==> src/fdcp_pkg.sv <==
`timescale 1ns / 1ps

package fdcp_pkg;

  localparam logic [7:0] SlashByte = 8'h2F;  // '/'
  localparam logic [7:0] StarByte  = 8'h2A;  // '*'
  localparam logic [7:0] PlusByte  = 8'h2B;  // '+'
  localparam logic [7:0] MinusByte = 8'h2D;  // '-'

  localparam logic [31:0] PosLimit = 32'h7FFF_FFFF;
  localparam logic [31:0] NegLimit = 32'h8000_0000;

  typedef enum logic [1:0] {
    PH_SKIP   = 2'd0,
    PH_SIGN   = 2'd1,
    PH_DIGITS = 2'd2,
    PH_DONE   = 2'd3
  } phase_e;

  typedef struct packed {
    logic signed [31:0] value;
    logic               saturated;
  } result_t;

endpackage

==> src/fdcp_parse.sv <==
`timescale 1ns / 1ps

module fdcp_parse #(
  parameter int BUFFER_LEN = 50
) (
  input  logic              clk_i,
  input  logic              rst_ni,
  input  logic              take_i,
  input  logic [7:0]        byte_i,
  output fdcp_pkg::result_t result_o
);
  import fdcp_pkg::*;

  localparam int CntW = (BUFFER_LEN > 2) ? $clog2(BUFFER_LEN) : 1;
  localparam logic [CntW-1:0] StoreMax = CntW'(BUFFER_LEN - 1);

  logic [CntW-1:0] count_q, count_d;
  phase_e          phase_q, phase_d;
  logic            neg_q, neg_d;
  logic [31:0]     mag_q, mag_d;
  logic            ovf_q, ovf_d;

  logic        is_space, is_digit, is_sign;
  logic [35:0] mag_next;
  logic [35:0] limit;
  logic [31:0] dig_mag;
  logic        dig_ovf;

  assign is_space = byte_i inside {[8'd9:8'd13], 8'd32};
  assign is_digit = byte_i inside {[8'h30:8'h39]};
  assign is_sign  = (byte_i == PlusByte) || (byte_i == MinusByte);

  // mag * 10 + digit, as shift-and-add
  assign mag_next = ({4'b0, mag_q} << 3) + ({4'b0, mag_q} << 1) + {32'b0, byte_i[3:0]};

  always_comb begin
    limit   = {4'b0, (neg_q ? NegLimit : PosLimit)};
    dig_ovf = mag_next > limit;
    dig_mag = dig_ovf ? limit[31:0] : mag_next[31:0];
  end

  always_comb begin
    count_d = count_q;
    phase_d = phase_q;
    neg_d   = neg_q;
    mag_d   = mag_q;
    ovf_d   = ovf_q;
    if (take_i) begin
      if (byte_i == SlashByte) begin
        count_d = '0;
        phase_d = PH_SKIP;
        neg_d   = 1'b0;
        mag_d   = '0;
        ovf_d   = 1'b0;
      end else if (byte_i != StarByte && count_q < StoreMax) begin
        count_d = count_q + 1'b1;
        case (phase_q)
          PH_SKIP: begin
            if (is_space) begin
              phase_d = PH_SKIP;
            end else if (is_sign) begin
              neg_d   = (byte_i == MinusByte);
              phase_d = PH_SIGN;
            end else if (is_digit) begin
              mag_d   = dig_mag;
              ovf_d   = ovf_q | dig_ovf;
              phase_d = PH_DIGITS;
            end else begin
              phase_d = PH_DONE;
            end
          end
          PH_SIGN, PH_DIGITS: begin
            if (is_digit) begin
              mag_d   = dig_mag;
              ovf_d   = ovf_q | dig_ovf;
              phase_d = PH_DIGITS;
            end else begin
              phase_d = PH_DONE;
            end
          end
          default: begin
            phase_d = phase_q;
          end
        endcase
      end
    end
  end

  always_ff @(posedge clk_i or negedge rst_ni) begin
    if (!rst_ni) begin
      count_q <= '0;
      phase_q <= PH_SKIP;
      neg_q   <= 1'b0;
      mag_q   <= '0;
      ovf_q   <= 1'b0;
    end else begin
      count_q <= count_d;
      phase_q <= phase_d;
      neg_q   <= neg_d;
      mag_q   <= mag_d;
      ovf_q   <= ovf_d;
    end
  end

  assign result_o.value     = neg_q ? -$signed(mag_q) : $signed(mag_q);
  assign result_o.saturated = ovf_q;

  a_count_bound : assert property (@(posedge clk_i) disable iff (!rst_ni)
    count_q <= StoreMax) else $error("store count beyond limit");

  a_mag_limit : assert property (@(posedge clk_i) disable iff (!rst_ni)
    (mag_q <= PosLimit) || (neg_q && mag_q == NegLimit)) else $error("magnitude out of range");

  a_ovf_phase : assert property (@(posedge clk_i) disable iff (!rst_ni)
    ovf_q |-> (phase_q == PH_DIGITS || phase_q == PH_DONE)) else $error("overflow without digits");

  a_slash_clear : assert property (@(posedge clk_i) disable iff (!rst_ni)
    (take_i && byte_i == SlashByte) |=> (count_q == '0 && phase_q == PH_SKIP && !ovf_q))
    else $error("clear not applied");

endmodule

==> src/fdcp_out_reg.sv <==
`timescale 1ns / 1ps

module fdcp_out_reg (
  input  logic              clk_i,
  input  logic              rst_ni,
  input  logic              load_i,
  input  fdcp_pkg::result_t data_i,
  input  logic              ready_i,
  output logic              valid_o,
  output fdcp_pkg::result_t data_o
);
  import fdcp_pkg::*;

  logic    valid_q, valid_d;
  result_t data_q;

  assign valid_d = load_i | (valid_q & ~ready_i);

  always_ff @(posedge clk_i or negedge rst_ni) begin
    if (!rst_ni) begin
      valid_q <= 1'b0;
    end else begin
      valid_q <= valid_d;
    end
  end

  always_ff @(posedge clk_i) begin
    if (load_i) begin
      data_q <= data_i;
    end
  end

  assign valid_o = valid_q;
  assign data_o  = data_q;

  // a load may only land in an empty slot or one being drained
  a_no_overwrite : assert property (@(posedge clk_i) disable iff (!rst_ni)
    load_i |-> (!valid_q || ready_i)) else $error("result overwritten");

  a_load_shows : assert property (@(posedge clk_i) disable iff (!rst_ni)
    load_i |=> (valid_q && data_q == $past(data_i))) else $error("loaded result lost");

  a_drain : assert property (@(posedge clk_i) disable iff (!rst_ni)
    (valid_q && ready_i && !load_i) |=> !valid_q) else $error("result repeated");

endmodule

==> src/framed_decimal_command_parser_unit.sv <==
`timescale 1ns / 1ps

// Framed decimal command parser.
// Input channel: one received byte per transfer (rx_byte_i, in_valid_i/in_ready_o).
// '/' clears the message, '*' requests a result, any other byte is stored
// (up to BUFFER_LEN-1 bytes) and parsed on the fly as C atoi would:
// whitespace, optional sign, decimal digits, stop at anything else.
// Output channel: value_o / saturated_o with out_valid_o/out_ready_i; one
// result per '*', the value saturated to 32 bits and saturated_o set if so.
// Throughput: one byte per cycle. The parse state is updated in the cycle
// the byte is taken; the multiply-by-ten and add sit between the state
// registers. A '*' shows its result in the cycle after its transfer, from the
// output register.
// When the receiver stalls, ordinary bytes are still taken; only a '*'
// waits (in_ready_o low) while an untaken result occupies the register.
// Reset clears the message and empties the output register.

module framed_decimal_command_parser_unit #(
  parameter int BUFFER_LEN = 50
) (
  input  logic               clk_i,
  input  logic               rst_ni,
  input  logic               in_valid_i,
  output logic               in_ready_o,
  input  logic [7:0]         rx_byte_i,
  output logic               out_valid_o,
  input  logic               out_ready_i,
  output logic signed [31:0] value_o,
  output logic               saturated_o
);
  import fdcp_pkg::*;

  logic    take;
  logic    is_star;
  result_t cur_res;
  result_t out_res;

  assign is_star    = (rx_byte_i == StarByte);
  assign in_ready_o = !is_star || !out_valid_o || out_ready_i;
  assign take       = in_valid_i && in_ready_o;

  fdcp_parse #(
    .BUFFER_LEN(BUFFER_LEN)
  ) u_parse (
    .clk_i   (clk_i),
    .rst_ni  (rst_ni),
    .take_i  (take),
    .byte_i  (rx_byte_i),
    .result_o(cur_res)
  );

  fdcp_out_reg u_out (
    .clk_i  (clk_i),
    .rst_ni (rst_ni),
    .load_i (take && is_star),
    .data_i (cur_res),
    .ready_i(out_ready_i),
    .valid_o(out_valid_o),
    .data_o (out_res)
  );

  assign value_o     = out_res.value;
  assign saturated_o = out_res.saturated;

endmodule

==> config.mk <==
export PLATFORM = sky130hd
export DESIGN_NAME = framed_decimal_command_parser_unit
export DESIGN_NICKNAME = d
export VERILOG_FILES = /design/src/fdcp_pkg.sv /design/src/fdcp_parse.sv /design/src/fdcp_out_reg.sv /design/src/framed_decimal_command_parser_unit.sv
export SDC_FILE = /design/constraint.sdc
export NUM_CORES = 1
export LEC_CHECK = 0
export ABC_AREA = 1
export CELL_PAD_IN_SITES_DETAIL_PLACEMENT = 0
export CELL_PAD_IN_SITES_GLOBAL_PLACEMENT = 1
export CORE_MARGIN = 5
export CORE_UTILIZATION = 44
export CTS_BUF_LIST = sky130_fd_sc_hd__clkbuf_8
export CTS_CLUSTER_SIZE = 12
export DETAILED_ROUTE_END_ITERATION = 8
export DONT_BUFFER_PORTS = 1
export GPL_TIMING_DRIVEN = 0
export MAX_ROUTING_LAYER = met4
export PLACE_DENSITY_LB_ADDON = 0.05
export SLEW_MARGIN = 20
export SYNTH_ARGS = -nofsm -noshare
export SYNTH_HDL_FRONTEND = slang
export SYNTH_SLANG_ARGS = --single-unit
==> constraint.sdc <==
create_clock -name clk_i -period 3.7 [get_ports clk_i]
set_clock_uncertainty 0.2 [all_clocks]
set_input_delay 0.37 -clock clk_i [delete_from_list [all_inputs] [get_ports clk_i]]
set_output_delay 0.37 -clock clk_i [all_outputs]
set_load 0.01 [all_outputs]
==> impl_metrics.csv <==
group,metric,value,unit
outcome,status,"finished, violations left",
outcome,violations,"setup timing",
worst_setup_path,cp_max_fo,7,
worst_setup_path,arrival,4280,ps
pwr,power_density,921,nW/um^2
cts,insertion_delay,350,ps
cts,htreeDepth,3,
synthesis,synth_cell_types,41,
grt,grt_pass1_vias,6354,
floorplanning,die_w,141,um
routing,drcViolationCount,0,
cts,clock-sinks,76,
synthesis,synthCells,1068,
grt,grt_max_degree,44,
routing,drt_iter0_drc,369,
cts,cts_tree,"built",
synthesis,syn_avg_cell_area,7.06,um^2
floorplanning,core.rowCount,47,
cells_and_area,final_cell_area,9490,um^2
worst_setup_path,crit_required,3800,ps
synthesis,synth_nets,1182,
place,port_buffers,0,
worst_setup_path,endpoint,"u_parse.mag_q[14]$_DFFE_PN0P_",
worst_setup_path,end_kind,"flip-flop",
worst_setup_path,startpoint_type,"flip-flop",
place,gp_congestion,0.865,
synthesis,ys_seq_area_share,27.4,%
cells_and_area,utilization,56.8,%
cells_and_area,antenna_cells,0,
timing,whs,37.8,ps
worst_setup_path,critPathKind,"reg2reg",
routing,totalWireLength,20.4,mm
timing,maxSlewViolCount,0,
grt,antenna_found_initial,0,
cts,clkTransAtPathRegs,80,ps
pwr,ir_drop,776,uV
floorplanning,initial_utilization,45.2,%
routing,ant_nets,0,
pwr,p_leak,5.09,nW
synthesis,synth_edf_count,33,
timing,finalHoldViolCount,0,
cells_and_area,nets,1246,
timing,worst_slew_pin_slew,873,ps
timing,slew_headroom,41.8,%
cts,clockRootBuffer,"clkbuf_8",
timing,fin_crit,4190,ps
floorplanning,pin_count,47,
place,pre_cts_ws,-1210,ps
cts,cts_buffers,9,
timing,setup_viol,33,
synthesis,yosysWarningCount,0,
cells_and_area,final_common_cell,"nand2_1",
flow_run,maxCapViolations,0,
floorplanning,coreArea,16700,um^2
timing,fmax,239,MHz
routing,vias,6833,
place,post_dp_cell_area,7900,um^2
min_path,min_path_type,"in2reg",
worst_setup_path,r2r_slack,-490,ps
routing,wire_per_inst,15.0,um
synthesis,async_reset_ff_share,56.6,%
worst_setup_path,critPathLaunch,"u_parse.mag_q[0]$_DFFE_PN0P_",
timing,period_share,113,%
grt,grt_pass1_wl,32.7,mm
timing,setup_slack,-489,ps
cells_and_area,syn_to_final_growth,25.8,%
worst_setup_path,r2r-start,"u_parse.mag_q[0]$_DFFE_PN0P_",
routing,dr.pass1.iters,5,
floorplanning,dieArea,19900,um^2
synthesis,synth_flop_cell,"dfrtp_1",
synthesis,synth.cell_area,7540,um^2
grt,grt_overflow_total,0,
floorplanning,die_y,141,um
place,hpwl,16.2,mm
worst_setup_path,timing.rr.end,"u_parse.mag_q[14]$_DFFE_PN0P_",
timing,fin_setup_tns,-14940,ps
synthesis,synth-seq-cells,76,
routing,post_drt_via_cell_ratio,5.04,
cts,cts_buffer_depth,2,
cells_and_area,drive_gt1_share,24.4,%
grt,grt_usage,21.0,%
min_path,hold_start,"rx_byte_i[1]",
cells_and_area,final_cell_mix,"nand2_1, inv_1, ha_1",
timing,rsz0062_at_grt,"yes",
worst_setup_path,reg2reg_depth,23,
-- sequential cells by signal, summed over array words and instances (netlist names) --
| signal | count |
|---|---|
| u_out.data_o | 33 |
| u_parse.ovf_q | 1 |
| u_parse.count_q | 6 |
| u_parse.phase_q | 2 |
| u_parse.mag_q | 32 |
| u_parse.neg_q | 1 |
| u_out.valid_o | 1 |
-- layout make-up --
type / count / area (um^2)
plain buffers: 19 / 158
repair buffers: 53 / 489
flip-flops and latches: 76 / 2090
well taps: 220 / 275
inverters: 170 / 638
fillers: 1651 / 7220
clock inverters: 7 / 67.6
clock buffers: 9 / 124
multi-input cells: 803 / 5640
-- repair_timing --
item	in CTS	in global routing
pin swaps	24	41
hold endpoints to repair	44	0
endpoints found under the setup margin	33	33
gates resized for setup	69	101
gates cloned	2	2
hold buffers	3	0
setup buffers	21	25
-- stage by stage --
stage	cells	power (mW)
2_1_floorplan	1068	5.19
3_3_place_gp	1288	6.31
3_5_place_dp	1288	6.35
4_1_cts	1330	7.76
5_1_grt	1357	9.64
6_report	1357	8.74
-- cell usage after synthesis, types with 5 or more instances --
cell type  instances  area share [%]
nand2_2           13             1.1
edfxtp_1          33              13
nand3b_1           5            0.50
nand3_2            6            0.80
inv_2             12            0.60
nor2_1            72             3.6
nand2_1          319              16
o21ai_0           21             1.4
buf_2              7            0.46
nor3_1            18             1.2
a21oi_1           43             2.9
inv_1            158             7.9
clkbuf_1           6            0.30
nand4_1           12             1.0
dfrtp_1           43              14
xor2_1            38             4.4
nand3_1           98             6.5
xnor2_1           13             1.5
ha_1             100              17
-- cells by family after synthesis --
group,synth area share (%)
AOI/OAI and AO/OA,6.65
xor gates and xnor gates,5.92
adders and majority gates,17.1
buffers and inverters,10.1
DFF,27.4
and+or+nand+nor,32.8
-- worst min path at each step --
stage | endpoint | slack (ps) | cells after the start
3_5_place_dp | u_parse.mag_q[4]$_DFFE_PN0P_ | -120 | 0
5_1_grt | u_parse.neg_q$_DFFE_PN0P_ | 80 | 3
3_3_place_gp | u_parse.mag_q[4]$_DFFE_PN0P_ | -120 | 0
4_1_cts | u_parse.neg_q$_DFFE_PN0P_ | 20 | 3
6_report | u_parse.neg_q$_DFFE_PN0P_ | 40 | 3
2_1_floorplan | u_out.valid_o$_DFF_PN0_ | -130 | 0
-- power by group --
| part | total, mW | switching [mW] | internal [mW] |
|---|---|---|---|
| Clock | 0.609 | 0.301 | 0.308 |
| Sequential | 1.50 | 0.259 | 1.24 |
| Combinational | 6.63 | 3.71 | 2.92 |
| Total | 8.74 | 4.27 | 4.47 |
-- critical path: stages (launching register included) --
cell and delay, ps:
dfrtp_2 460, fa_2 640, ha_4 220, nand3_1 80, nand3_2 100, nand2_2 100
nand2_4 70, inv_2 70, o21bai_4 70, xnor2_2 230, inv_1 100, ha_4 280
nand2_2 60, nor2_4 110, nand3_2 80, buf_4 150, nor3_4 200, nand4_1 190
nand2_4 180, nand2_4 90, nand2_8 130, clkbuf_16 170, nand3_1 70, nand2_1 70
-- metal layers --
metal | track usage [%] | routed length, um | up-vias
li1 | - | - | 3569
met1 | 31.0 | 10600 | 3108
met2 | 31.0 | 8830 | 139
met3 | 2.24 | 712 | 17
met4 | 4.49 | 222 | 0
met5 | - | 0 | -
(Power assumes the default switching activity.)
